===== src/design/jvsl_pkg.sv =====
// shared types, constants and codes for the joint velocity slew limiter
// depends on nothing; every other file of the block imports it
package jvsl_pkg;

	// joint count the ports carry, and defaults of the top-level parameters
	localparam int NJ           = 6;
	localparam int JOINTS_DEF   = 6;
	localparam int MIN_GAP_DEF  = 20000;
	localparam int MAX_GAP_DEF  = 100000;

	// field widths
	localparam int VEL_W      = 16;
	localparam int LIM_W      = 15;
	localparam int ACC_W      = 16;
	localparam int TOUT_W     = 20;
	localparam int TIME_W     = 32;
	localparam int GAP_W      = 20;   // holds any gap up to the largest max gap
	localparam int SHIFT      = 20;   // delta limit = (accel * gap) >> 20
	localparam int PROD_W     = ACC_W + GAP_W;
	localparam int CFG_IDX_W  = 3;
	localparam int CFG_DATA_W = 20;

	// register indexes of the configuration port
	typedef enum logic [CFG_IDX_W-1:0] {
		REG_VEL_LIMIT_0 = 3'd0,
		REG_VEL_LIMIT_1 = 3'd1,
		REG_VEL_LIMIT_2 = 3'd2,
		REG_VEL_LIMIT_3 = 3'd3,
		REG_VEL_LIMIT_4 = 3'd4,
		REG_VEL_LIMIT_5 = 3'd5,
		REG_ACCEL       = 3'd6,
		REG_TIMEOUT     = 3'd7
	} reg_idx_t;

	// result status codes
	typedef enum logic [2:0] {
		ST_FWD    = 3'd0,
		ST_ZERO   = 3'd1,
		ST_ACCEPT = 3'd2,
		ST_SOON   = 3'd3,
		ST_GAP    = 3'd4,
		ST_SEED   = 3'd5
	} status_t;

	// what the front end decided about a word
	typedef enum logic [2:0] {
		CLS_TICK,
		CLS_SEED,
		CLS_SOON,
		CLS_GAP,
		CLS_SLEW
	} cls_t;

	typedef logic [NJ-1:0][LIM_W-1:0] lim_arr_t;
	typedef logic [NJ-1:0][VEL_W-1:0] vel_arr_t;

	localparam lim_arr_t        VEL_LIMIT_RST = {15'd1644, 15'd1644, 15'd1644,
		15'd1287, 15'd1072, 15'd1072};
	localparam logic [ACC_W-1:0]  ACCEL_RST   = 16'd3436;
	localparam logic [TOUT_W-1:0] TIMEOUT_RST = 20'd50000;

	// input word
	typedef struct packed {
		logic                     op;
		logic [TIME_W-1:0]        time_us;
		logic signed [VEL_W-1:0]  vel_0;
		logic signed [VEL_W-1:0]  vel_1;
		logic signed [VEL_W-1:0]  vel_2;
		logic signed [VEL_W-1:0]  vel_3;
		logic signed [VEL_W-1:0]  vel_4;
		logic signed [VEL_W-1:0]  vel_5;
	} req_word_t;

	// result word
	typedef struct packed {
		logic [2:0]               status;
		logic signed [VEL_W-1:0]  cmd_0;
		logic signed [VEL_W-1:0]  cmd_1;
		logic signed [VEL_W-1:0]  cmd_2;
		logic signed [VEL_W-1:0]  cmd_3;
		logic signed [VEL_W-1:0]  cmd_4;
		logic signed [VEL_W-1:0]  cmd_5;
	} rsp_word_t;

	// control carried by the first pipeline stage
	typedef struct packed {
		cls_t              cls;
		logic [TIME_W-1:0] time_us;
		logic [GAP_W-1:0]  gap;
	} stage1_t;

	// control carried by the second pipeline stage, handed to the lanes and merge
	typedef struct packed {
		cls_t              cls;
		logic [TIME_W-1:0] time_us;
		logic [ACC_W-1:0]  step_lim;
	} stage2_t;

endpackage


===== src/design/jvsl_if.sv =====
// valid/ready channels of the joint velocity slew limiter
// depends on jvsl_pkg for the word types
interface jvsl_req_if;
	import jvsl_pkg::*;
	logic      valid;
	logic      ready;
	req_word_t payload;
	modport source (output valid, output payload, input ready);
	modport sink (input valid, input payload, output ready);
endinterface

interface jvsl_rsp_if;
	import jvsl_pkg::*;
	logic      valid;
	logic      ready;
	rsp_word_t payload;
	modport source (output valid, output payload, input ready);
	modport sink (input valid, input payload, output ready);
endinterface


===== src/design/jvsl_regs.sv =====
// configuration registers: per-joint speed limits, accel limit, tick timeout
// depends on jvsl_pkg
module jvsl_regs (
	input  logic                                clk,
	input  logic                                arst_n,
	input  logic                                cfg_we,
	input  logic [jvsl_pkg::CFG_IDX_W-1:0]      cfg_idx,
	input  logic [jvsl_pkg::CFG_DATA_W-1:0]     cfg_data,
	output jvsl_pkg::lim_arr_t                  vel_limit,
	output logic [jvsl_pkg::ACC_W-1:0]          accel_limit,
	output logic [jvsl_pkg::TOUT_W-1:0]         timeout_us
);
	import jvsl_pkg::*;

	lim_arr_t           vel_limit_q;
	logic [ACC_W-1:0]   accel_q;
	logic [TOUT_W-1:0]  timeout_q;

	// register writes, decoded by index
	always_ff @(posedge clk or negedge arst_n) begin
		if (!arst_n) begin
			vel_limit_q <= VEL_LIMIT_RST;
			accel_q     <= ACCEL_RST;
			timeout_q   <= TIMEOUT_RST;
		end else if (cfg_we) begin
			case (cfg_idx) inside
				[REG_VEL_LIMIT_0:REG_VEL_LIMIT_5]: begin
					vel_limit_q[cfg_idx] <= cfg_data[LIM_W-1:0];
				end
				REG_ACCEL: begin
					accel_q <= cfg_data[ACC_W-1:0];
				end
				REG_TIMEOUT: begin
					timeout_q <= cfg_data[TOUT_W-1:0];
				end
				default: begin
				end
			endcase
		end
	end

	assign vel_limit   = vel_limit_q;
	assign accel_limit = accel_q;
	assign timeout_us  = timeout_q;

endmodule


===== src/design/jvsl_gate.sv =====
// front end: gap classification against the message clock, then the delta limit product
// depends on jvsl_pkg
module jvsl_gate #(
	parameter int unsigned MIN_GAP_US = jvsl_pkg::MIN_GAP_DEF,
	parameter int unsigned MAX_GAP_US = jvsl_pkg::MAX_GAP_DEF
) (
	input  logic                          clk,
	input  logic                          arst_n,
	input  logic                          acc,
	input  logic                          ld_s2,
	input  jvsl_pkg::req_word_t           word,
	input  logic [jvsl_pkg::ACC_W-1:0]    accel_limit,
	output jvsl_pkg::stage2_t             ctl_s2,
	output jvsl_pkg::vel_arr_t            vel_s2
);
	import jvsl_pkg::*;

	logic              seeded_q;
	logic [TIME_W-1:0] last_msg_q;
	logic [TIME_W-1:0] gap;
	cls_t              cls;
	stage1_t           ctl_s1;
	vel_arr_t          vel_s1;
	logic [PROD_W-1:0] prod;

	// classify the incoming word
	always_comb begin
		gap = word.time_us - last_msg_q;
		if (word.op) begin
			cls = CLS_TICK;
		end else if (!seeded_q) begin
			cls = CLS_SEED;
		end else if (gap < TIME_W'(MIN_GAP_US)) begin
			cls = CLS_SOON;
		end else if (gap > TIME_W'(MAX_GAP_US)) begin
			cls = CLS_GAP;
		end else begin
			cls = CLS_SLEW;
		end
	end

	// message clock: seeded by the first command, moved by every command not too soon
	always_ff @(posedge clk or negedge arst_n) begin
		if (!arst_n) begin
			seeded_q   <= 1'b0;
			last_msg_q <= '0;
		end else if (acc) begin
			if (cls == CLS_SEED) begin
				seeded_q <= 1'b1;
			end
			if (cls == CLS_SEED || cls == CLS_GAP || cls == CLS_SLEW) begin
				last_msg_q <= word.time_us;
			end
		end
	end

	// stage 1 register
	always_ff @(posedge clk) begin
		if (acc) begin
			ctl_s1.cls     <= cls;
			ctl_s1.time_us <= word.time_us;
			ctl_s1.gap     <= gap[GAP_W-1:0];
			vel_s1         <= {word.vel_5, word.vel_4, word.vel_3,
				word.vel_2, word.vel_1, word.vel_0};
		end
	end

	// delta limit product, only used when the gap is within the max gap
	assign prod = PROD_W'(accel_limit) * PROD_W'(ctl_s1.gap);

	// stage 2 register
	always_ff @(posedge clk) begin
		if (ld_s2) begin
			ctl_s2.cls      <= ctl_s1.cls;
			ctl_s2.time_us  <= ctl_s1.time_us;
			ctl_s2.step_lim <= prod[SHIFT +: ACC_W];
			vel_s2          <= vel_s1;
		end
	end

endmodule


===== src/design/jvsl_lane.sv =====
// one joint: speed clamp, slew clamp against the previous value, 16-bit saturation
// depends on jvsl_pkg
module jvsl_lane (
	input  logic                                  clk,
	input  logic                                  arst_n,
	input  logic                                  upd,
	input  jvsl_pkg::cls_t                        cls,
	input  logic [jvsl_pkg::VEL_W-1:0]            vel,
	input  logic [jvsl_pkg::LIM_W-1:0]            lim,
	input  logic [jvsl_pkg::ACC_W-1:0]            step_lim,
	output logic signed [jvsl_pkg::VEL_W-1:0]     lim_vel,
	output logic signed [jvsl_pkg::VEL_W-1:0]     cmd_vel
);
	import jvsl_pkg::*;

	logic signed [VEL_W-1:0] prev_q;
	logic signed [VEL_W-1:0] cmd_q;
	logic signed [VEL_W:0]   v_x;
	logic signed [VEL_W:0]   lim_x;
	logic signed [VEL_W:0]   q;
	logic signed [VEL_W+1:0] d;
	logic signed [VEL_W+1:0] md;
	logic signed [VEL_W+1:0] dc;
	logic signed [VEL_W+2:0] sum;

	// clamp to speed limit, then to +/- delta limit, then saturate
	always_comb begin
		v_x   = $signed({vel[VEL_W-1], vel});
		lim_x = $signed({1'b0, lim, 1'b0}) >>> 1;
		if (v_x > lim_x) begin
			q = lim_x;
		end else if (v_x < -lim_x) begin
			q = -lim_x;
		end else begin
			q = v_x;
		end
		d  = $signed({q[VEL_W], q}) - $signed({{2{prev_q[VEL_W-1]}}, prev_q});
		md = $signed({2'b00, step_lim});
		if (d > md) begin
			dc = md;
		end else if (d < -md) begin
			dc = -md;
		end else begin
			dc = d;
		end
		sum = $signed({dc[VEL_W+1], dc}) + $signed({{3{prev_q[VEL_W-1]}}, prev_q});
		if (sum > $signed(19'sd32767)) begin
			lim_vel = 16'sh7fff;
		end else if (sum < -$signed(19'sd32768)) begin
			lim_vel = 16'sh8000;
		end else begin
			lim_vel = sum[VEL_W-1:0];
		end
	end

	// slew history and stored command
	always_ff @(posedge clk or negedge arst_n) begin
		if (!arst_n) begin
			prev_q <= '0;
			cmd_q  <= '0;
		end else if (upd) begin
			if (cls == CLS_SLEW) begin
				prev_q <= lim_vel;
				cmd_q  <= lim_vel;
			end else if (cls == CLS_GAP) begin
				prev_q <= vel;
			end
		end
	end

	assign cmd_vel = cmd_q;

endmodule


===== src/design/joint_velocity_slew_limiter.sv =====
// Joint velocity slew limiter with command watchdog. Takes one word per clock
// while the output side is not stalled; a word passes through the input register
// with gap classification, a stage for the accel-times-gap multiplier, then the
// joint lanes and merge into the output register. Each active joint has its own
// lane working in parallel on the same word; the merge stage picks the status and
// the watchdog state. Stalls on the output collapse bubbles stage by stage.
// Configuration must be written only while the block is idle; nothing enforces it.
// depends on jvsl_pkg, jvsl_if, jvsl_regs, jvsl_gate, jvsl_lane
module joint_velocity_slew_limiter #(
	parameter int          JOINTS     = jvsl_pkg::JOINTS_DEF,
	parameter int unsigned MIN_GAP_US = jvsl_pkg::MIN_GAP_DEF,
	parameter int unsigned MAX_GAP_US = jvsl_pkg::MAX_GAP_DEF
) (
	input  logic                              clk,
	input  logic                              arst_n,
	jvsl_req_if.sink                          req,
	jvsl_rsp_if.source                        rsp,
	input  logic                              cfg_we,
	input  logic [jvsl_pkg::CFG_IDX_W-1:0]    cfg_idx,
	input  logic [jvsl_pkg::CFG_DATA_W-1:0]   cfg_data
);
	import jvsl_pkg::*;

	lim_arr_t            vel_limit;
	logic [ACC_W-1:0]    accel_limit;
	logic [TOUT_W-1:0]   timeout_us;
	logic                vld_s1;
	logic                vld_s2;
	logic                out_vld_q;
	logic                out_en;
	logic                en_s2;
	logic                en_s1;
	logic                acc;
	logic                ld_s2;
	logic                ld_out;
	stage2_t             ctl_s2;
	vel_arr_t            vel_s2;
	logic signed [VEL_W-1:0] lim_vel [NJ];
	logic signed [VEL_W-1:0] cmd_vel [NJ];
	logic signed [VEL_W-1:0] out_cmd [NJ];
	logic                cmd_valid_q;
	logic [TIME_W-1:0]   last_cmd_q;
	logic [TIME_W-1:0]   age;
	logic                fresh;
	status_t             status;
	rsp_word_t           rsp_q;

	jvsl_regs u_regs (
		.clk         (clk),
		.arst_n      (arst_n),
		.cfg_we      (cfg_we),
		.cfg_idx     (cfg_idx),
		.cfg_data    (cfg_data),
		.vel_limit   (vel_limit),
		.accel_limit (accel_limit),
		.timeout_us  (timeout_us)
	);

	// stage handshake: each stage moves when the one after it is empty or moving
	assign out_en    = !out_vld_q || rsp.ready;
	assign en_s2     = !vld_s2 || out_en;
	assign en_s1     = !vld_s1 || en_s2;
	assign req.ready = en_s1;
	assign acc       = req.valid && en_s1;
	assign ld_s2     = vld_s1 && en_s2;
	assign ld_out    = vld_s2 && out_en;

	always_ff @(posedge clk or negedge arst_n) begin
		if (!arst_n) begin
			vld_s1    <= 1'b0;
			vld_s2    <= 1'b0;
			out_vld_q <= 1'b0;
		end else begin
			if (en_s1) begin
				vld_s1 <= req.valid;
			end
			if (en_s2) begin
				vld_s2 <= vld_s1;
			end
			if (out_en) begin
				out_vld_q <= vld_s2;
			end
		end
	end

	jvsl_gate #(
		.MIN_GAP_US (MIN_GAP_US),
		.MAX_GAP_US (MAX_GAP_US)
	) u_gate (
		.clk         (clk),
		.arst_n      (arst_n),
		.acc         (acc),
		.ld_s2       (ld_s2),
		.word        (req.payload),
		.accel_limit (accel_limit),
		.ctl_s2      (ctl_s2),
		.vel_s2      (vel_s2)
	);

	// one lane per active joint; unused joints read as zero
	for (genvar j = 0; j < NJ; j++) begin : g_lane
		if (j < JOINTS) begin : g_on
			jvsl_lane u_lane (
				.clk       (clk),
				.arst_n    (arst_n),
				.upd       (ld_out),
				.cls       (ctl_s2.cls),
				.vel       (vel_s2[j]),
				.lim       (vel_limit[j]),
				.step_lim  (ctl_s2.step_lim),
				.lim_vel   (lim_vel[j]),
				.cmd_vel   (cmd_vel[j])
			);
		end else begin : g_off
			assign lim_vel[j] = '0;
			assign cmd_vel[j] = '0;
		end
	end

	// merge: status and joint values for the word in stage 2
	always_comb begin
		age   = ctl_s2.time_us - last_cmd_q;
		fresh = cmd_valid_q && (age < TIME_W'(timeout_us));
		for (int j = 0; j < NJ; j++) begin
			out_cmd[j] = '0;
		end
		case (ctl_s2.cls)
			CLS_TICK: begin
				if (fresh) begin
					status = ST_FWD;
					for (int j = 0; j < NJ; j++) begin
						out_cmd[j] = cmd_vel[j];
					end
				end else begin
					status = ST_ZERO;
				end
			end
			CLS_SEED: status = ST_SEED;
			CLS_SOON: status = ST_SOON;
			CLS_GAP:  status = ST_GAP;
			CLS_SLEW: begin
				status = ST_ACCEPT;
				for (int j = 0; j < NJ; j++) begin
					out_cmd[j] = lim_vel[j];
				end
			end
			default: status = ST_ZERO;
		endcase
	end

	// watchdog state
	always_ff @(posedge clk or negedge arst_n) begin
		if (!arst_n) begin
			cmd_valid_q <= 1'b0;
			last_cmd_q  <= '0;
		end else if (ld_out) begin
			if (ctl_s2.cls == CLS_SLEW) begin
				cmd_valid_q <= 1'b1;
				last_cmd_q  <= ctl_s2.time_us;
			end else if (ctl_s2.cls == CLS_GAP || (ctl_s2.cls == CLS_TICK && !fresh)) begin
				cmd_valid_q <= 1'b0;
			end
		end
	end

	// output register
	always_ff @(posedge clk) begin
		if (ld_out) begin
			rsp_q.status <= status;
			rsp_q.cmd_0  <= out_cmd[0];
			rsp_q.cmd_1  <= out_cmd[1];
			rsp_q.cmd_2  <= out_cmd[2];
			rsp_q.cmd_3  <= out_cmd[3];
			rsp_q.cmd_4  <= out_cmd[4];
			rsp_q.cmd_5  <= out_cmd[5];
		end
	end

	assign rsp.valid   = out_vld_q;
	assign rsp.payload = rsp_q;

endmodule


===== src/flat_wrapper.sv =====
// flat-port wrapper written by rule: the top's interface ports become plain ports
module joint_velocity_slew_limiter_flat import jvsl_pkg::*;
#(
	parameter int          JOINTS     = jvsl_pkg::JOINTS_DEF,
	parameter int unsigned MIN_GAP_US = jvsl_pkg::MIN_GAP_DEF,
	parameter int unsigned MAX_GAP_US = jvsl_pkg::MAX_GAP_DEF
)
  (clk, arst_n, cfg_we, cfg_idx, cfg_data, req_valid, req_payload, req_ready, rsp_valid, rsp_payload, rsp_ready);
  jvsl_req_if req_i ();
  jvsl_rsp_if rsp_i ();
  input  logic clk;
  input  logic arst_n;
  input  logic cfg_we;
  input  logic [jvsl_pkg::CFG_IDX_W-1:0] cfg_idx;
  input  logic [jvsl_pkg::CFG_DATA_W-1:0] cfg_data;
  input wire logic [$bits(req_i.valid)-1:0] req_valid;
  input wire logic [$bits(req_i.payload)-1:0] req_payload;
  output wire logic [$bits(req_i.ready)-1:0] req_ready;
  output wire logic [$bits(rsp_i.valid)-1:0] rsp_valid;
  output wire logic [$bits(rsp_i.payload)-1:0] rsp_payload;
  input wire logic [$bits(rsp_i.ready)-1:0] rsp_ready;
  assign req_i.valid = req_valid;
  assign req_i.payload = req_payload;
  assign req_ready = req_i.ready;
  assign rsp_valid = rsp_i.valid;
  assign rsp_payload = rsp_i.payload;
  assign rsp_i.ready = rsp_ready;
  joint_velocity_slew_limiter #(.JOINTS(JOINTS), .MIN_GAP_US(MIN_GAP_US), .MAX_GAP_US(MAX_GAP_US)) u_core (.clk(clk), .arst_n(arst_n), .req(req_i), .rsp(rsp_i), .cfg_we(cfg_we), .cfg_idx(cfg_idx), .cfg_data(cfg_data));
endmodule

===== config.mk =====
export PLATFORM = sky130hd
export DESIGN_NAME = joint_velocity_slew_limiter_flat
export DESIGN_NICKNAME = d
export VERILOG_FILES = /design/src/design/jvsl_pkg.sv /design/src/design/jvsl_if.sv /design/src/design/jvsl_regs.sv /design/src/design/jvsl_gate.sv /design/src/design/jvsl_lane.sv /design/src/design/joint_velocity_slew_limiter.sv /design/src/flat_wrapper.sv
export SDC_FILE = /design/constraint.sdc
export NUM_CORES = 2
export LEC_CHECK = 0
export BUFFER_PORTS_ARGS = -buffer_cell sky130_fd_sc_hd__buf_2
export CAP_MARGIN = 20
export CORE_UTILIZATION = 45
export CTS_CLUSTER_SIZE = 25
export DETAILED_ROUTE_END_ITERATION = 16
export SYNTH_ARGS = -nofsm -noshare
export SYNTH_HDL_FRONTEND = slang
export SYNTH_HIERARCHICAL = 1
export SYNTH_SLANG_ARGS = --single-unit
export TNS_END_PERCENT = 1

===== constraint.sdc =====
create_clock -name clk -period 13.4 [get_ports clk]
set_clock_uncertainty 0.05 [all_clocks]
set_input_delay 0.67 -clock clk [delete_from_list [all_inputs] [get_ports clk]]
set_output_delay 0.67 -clock clk [all_outputs]
set_load 0.05 [all_outputs]

== Word level (Yosys, flattened, before mapping) ==
Cells that the tools add are included.

* Add/subtract/negate cells: 21
* Multipliers: 1
* Order comparisons: 43
* Eq/ne operators: 9
* Multiplexer cells: 61
* Bitwise gates (word level): 2
* Reductions and logical operators: 28

{| class="wikitable"
|+ Operator list
! operator !! count
|-
| $mux 16 || 24
|-
| $mux 18 || 12
|-
| $mux 17 || 12
|-
| $pmux 96 s2 || 1
|-
| $add 18x16->19 || 6
|-
| $gt 19x16->1 const B || 6
|-
| $lt 19x16->1 const B || 6
|-
| $gt 18x17->1 || 6
|-
| $lt 18x18->1 || 6
|-
| $sub 17x16->18 || 6
|-
| $lt 16x17->1 || 6
|-
| $neg 15->17 || 6
|-
| $gt 16x16->1 || 6
|-
| $mux 96 || 1
|-
| $bwmux 90 || 1
|-
| $sub 32x32->32 || 2
|-
| $demux 15 s3 || 1
|-
| $mul 16x20->36 || 1
|-
| $gt 32x17->1 const B || 1
|-
| $lt 32x15->1 const B || 1
|-
| $lt 32x20->1 || 1
|-
| $neg 16->18 || 1
|-
| $mux 15 || 1
|-
| $pmux 3 s5 || 1
|-
| 17 further kinds || 50
|}

* Register bits: 784
* Input bits: 157
* Output and inout bits: 101
* Logic and storage cells: 217

== Longest topological paths before layout ==
* Depth after elaboration: 13
* Mapped depth: 54
* Mapped depth without buffers: 51

== Hierarchy ==
Netlist, hierarchy kept.

{| class="wikitable"
|+ By module, submodules not included
! module !! instances !! cells each !! area an instance (µm²) !! sequential area each (µm²)
|-
| jvsl_lane at u_core.g_lane[1].g_on.u_lane ... || 4 || 823 || 6346.1 || 800.8
|-
| jvsl_gate || 1 || 1844 || 22527.9 || 9774.4
|-
| joint_velocity_slew_limiter || 1 || 708 || 8006.4 || 3873.7
|-
| jvsl_lane at u_core.g_lane[0].g_on.u_lane || 1 || 829 || 6109.6 || 800.8
|-
| jvsl_lane at u_core.g_lane[5].g_on.u_lane || 1 || 756 || 6000.8 || 800.8
|-
| jvsl_regs || 1 || 276 || 4933.5 || 3205.6
|}

== Worst setup path before layout ==
OpenSTA, ideal clock, no wires.

* Path type: register -> register
* Start: register u_core.u_regs.vel_limit_q (netlist bit u_core/u_regs/vel_limit[76])
* End: register u_core.rsp_q (netlist bit u_core/rsp.payload[4]), data pin
* Setup time: 257 ps
* Arrival time: 10982 ps
* Required time: 13093 ps
* Path slack: 2112 ps
* Stages on the path, launching flop included: 49
* Buffers on the path: 2
* Clock period less this slack: 11288 ps
* Path through: dfrtp_1 > inv_1 > ha_1 > nand4_1 > or3_1 > or3_1 > or3_1 > or3_1 > xnor2_1 > ha_1 > nand2_1 > o21ai_0 > a211o_1 > a2111oi_1 > nor2_1 > mux2_2 > mux2_2 > ha_1 > (+13 left out) > buf_6 > nor2_1 > a21oi_1 > o21ai_0 > fa_1 > a21oi_1 > o21bai_1 > a21boi_0 > o21bai_1 > a221o_1 > a31oi_1 > nor3_1 > o22ai_1 > a31o_2 > clkbuf_1 > o21a_1 > inv_1 > a32o_1

{| class="wikitable"
|+ RTL lines
! element !! line !! text
|-
| start: declaration || jvsl_regs.sv:15 || <nowiki>lim_arr_t vel_limit_q;</nowiki>
|-
| start signal: indexed assignment || jvsl_regs.sv:28 || <nowiki>vel_limit_q[cfg_idx] <= cfg_data[LIM_W-1:0];</nowiki>
|-
| end: declaration || joint_velocity_slew_limiter.sv:46 || <nowiki>rsp_word_t rsp_q;</nowiki>
|}

==> impl_metrics.env <==
export IMPL_cp_end_kind="flip-flop"
export IMPL_cts_root_buffer="clkbuf_16"
export IMPL_synth_ff_type="edfxtp_1"
export IMPL_routed_wl_mm=225.2
export IMPL_drive_above_1_share_pct=12.64
export IMPL_final_util_pct=49.62
export IMPL_async_flop_share_pct=49.36
export IMPL_grt_max_degree=108
export IMPL_netlist_area_leader_share_pct=16.34
export IMPL_drv_slew=0
export IMPL_gr_total_overflow=0
export IMPL_gp_congestion=0.9684
export IMPL_startpoint_type="flip-flop"
export IMPL_yosys_warnings=6
export IMPL_crit_arrival_ps=13210
export IMPL_seq_area_frac_synth_pct=29.68
export IMPL_cts_buffers_inserted=93
export IMPL_grt_pass1_vias=58467
export IMPL_io_pins=258
export IMPL_holdWs_ps=59.89
export IMPL_finalHoldViolCount=0
export IMPL_setup_violations=0
export IMPL_cts_sinks=784
export IMPL_dpl_hpwl_mm=169.5
export IMPL_syn_area_um2=72960
export IMPL_antenna_found_initial=24
export IMPL_tritoncts="yes"
export IMPL_syn_area_per_cell_um2=9.469
export IMPL_fin_crit_sh_pct=95.28
export IMPL_die_y_um=404.7
export IMPL_syn2layout_area_growth_pct=9.315
export IMPL_fin_nets=9075
export IMPL_die_area_um2=163800
export IMPL_via_per_inst=5.852
export IMPL_cap_violations=0
export IMPL_htree_num_levels=3
export IMPL_synthTopCellsByArea="edfxtp_1, ha_1, dfrtp_1, fa_1, inv_1"
export IMPL_io_buffers=257
export IMPL_instances_no_fill=10129
export IMPL_first_iter_violations=4685
export IMPL_crit_required_ps=13840
export IMPL_status="finished clean"
export IMPL_synth_distinct_cells=138
export IMPL_synthCells=7705
export IMPL_die_w_um=404.7
export IMPL_syn_nets=8899
export IMPL_clk_pin_slew_ps=60
export IMPL_dp_cells=9937
export IMPL_vias=59277
export IMPL_initial_utilization_pct=45.39
export IMPL_row_count=147
export IMPL_fmax_mhz=78.32
export IMPL_period_needed_ps=12770
export IMPL_crit_top_cell="ha_1"
export IMPL_cts_buffer_depth=3
export IMPL_dr_pass1_iters=6
export IMPL_core_area_um2=160800
export IMPL_ys_ff_latch=784
export IMPL_grtUsageTotal_pct=27.28
export IMPL_remaining_drc_errors=0
export IMPL_hold_path_class="input port to flip-flop"
export IMPL_synthTopCellsByCount="inv_1, ha_1, nand2_1"
export IMPL_slew_headroom_pct=29.27
export IMPL_max_stage_delay_ps=570
export IMPL_yosysMostFrequentCell="inv_1"
export IMPL_wl_per_cell_um=22.24
export IMPL_grt_pass1_wl_mm=347.9
export IMPL_crit_slowest_cell="ha_1"
export IMPL_synth_edff_count=397
export IMPL_worst_pin_slew_ps=1039
export IMPL_yosys_area_top_type="edfxtp_1"
export IMPL_drt_antenna_violating_nets=0
export IMPL_clk_latency_ps=730
export IMPL_timing_worst_setup_path_type="flip-flop to flip-flop"
export IMPL_crit_path_max_fanout=16
cell type report:
cell class,count,area (um^2)
clock buffer,117,2501
timing repair buffer,367,2158
sequential,784,21660
tap,2160,2703
multi-input combinational,5771,46810
antenna,7,17.52
fill,15059,80990
clock inverter,59,668.1
inverter,864,3243
repair_timing:
item	CTS	global route
hold buffers	8	0
setup buffers	0	0
resized for setup	0	12
hold endpoints to repair	61	0
endpoints found under the setup margin	0	41
worst paths after layout:
kind,startpoint,to,slack (ps),cells after the start
setup / recovery,u_core/u_regs/vel_limit[61]$_DFFE_PN0P_,u_core/rsp.payload[28]$_SDFFCE_PN0P_,630,46
hold / removal,req_payload[28],u_core/u_gate/vel_s1[76]$_DFFE_PP_,60,1
setup reg to reg,u_core/u_regs/vel_limit[61]$_DFFE_PN0P_,u_core/rsp.payload[28]$_SDFFCE_PN0P_,630,46
hold reg to reg,u_core/u_gate/vel_s1[44]$_DFFE_PP_,u_core/u_gate/vel_s2[44]$_DFFE_PP_,350,0
max in group asynchronous,arst_n,u_core/g_lane[2].g_on.u_lane/cmd_vel[8]$_DFFE_PN0P_,10830,4
min in group asynchronous,arst_n,u_core/u_gate/last_msg_q[25]$_DFFE_PN0P_,470,2
cell usage in the layout (no fill, tap or decap), types with 105 or more instances in the layout:
cell      instances
mux2_2          152
edfxtp_1        397
o21ai_0         300
a21oi_1         477
o21a_1          134
inv_1           860
nor3_1          167
dfrtp_1         345
xnor2_1         274
fa_1            263
ha_1            774
buf_2           256
nand3_1         139
and2_1          191
nand2_1         584
nand4_1         105
a21o_1          194
mux2i_1         128
nor2_1          406
sequential cells by signal, indices dropped and copies added, names as in the netlist, 51 cells and up:
signal,flops
u_core/u_gate/ctl_s1,55
u_core/g_lane.g_on.u_lane/prev_q,96
u_core/g_lane.g_on.u_lane/cmd_vel,96
u_core/u_regs/vel_limit,90
u_core/u_gate/ctl_s2,51
u_core/u_gate/vel_s2,96
u_core/u_gate/vel_s1,96
u_core/rsp.payload,99
metrics by stage:
step | TNS [ps] | cell area (um^2) | worst slack [ps]
floorplan | 0 | 72960 | 2112
global placement | 0 | 76400 | 751.9
global route | -9.539 | 79750 | -9.539
CTS | 0 | 79670 | 572.3
detailed placement | 0 | 76420 | 621.2
finish | 0 | 79760 | 631.8
cells by family after synthesis:
group / share of synthesized area (%)
and+or+nand+nor: 14.30
AOI/OAI and AO/OA: 19.43
buffers and inverters: 6.396
adders and majority gates: 20.57
DFF: 29.68
xor gates and xnor gates: 4.459
muxes: 5.158
critical path: cells and delay by family, from the launching register on:
kind / cells / cell delay [ps]
AOI/OAI and AO/OA: 22 / 5410
xor gates and xnor gates: 1 / 160
adders and majority gates: 6 / 2200
buffers and inverters: 4 / 720
DFF: 1 / 450
muxes: 2 / 450
and+or+nand+nor: 11 / 3030
routing by layer:
layer	GRT usage [%]	vias to the layer above	wire length, um
li1	-	28115	-
met1	37.58	28909	100600
met2	44.08	1853	102700
met3	3.454	384	13730
met4	9.264	16	8031
met5	0	-	103
Power is left out: the tool's default activity adds up to more than one toggle a clock period on the data nets, which glitch-free logic cannot reach.
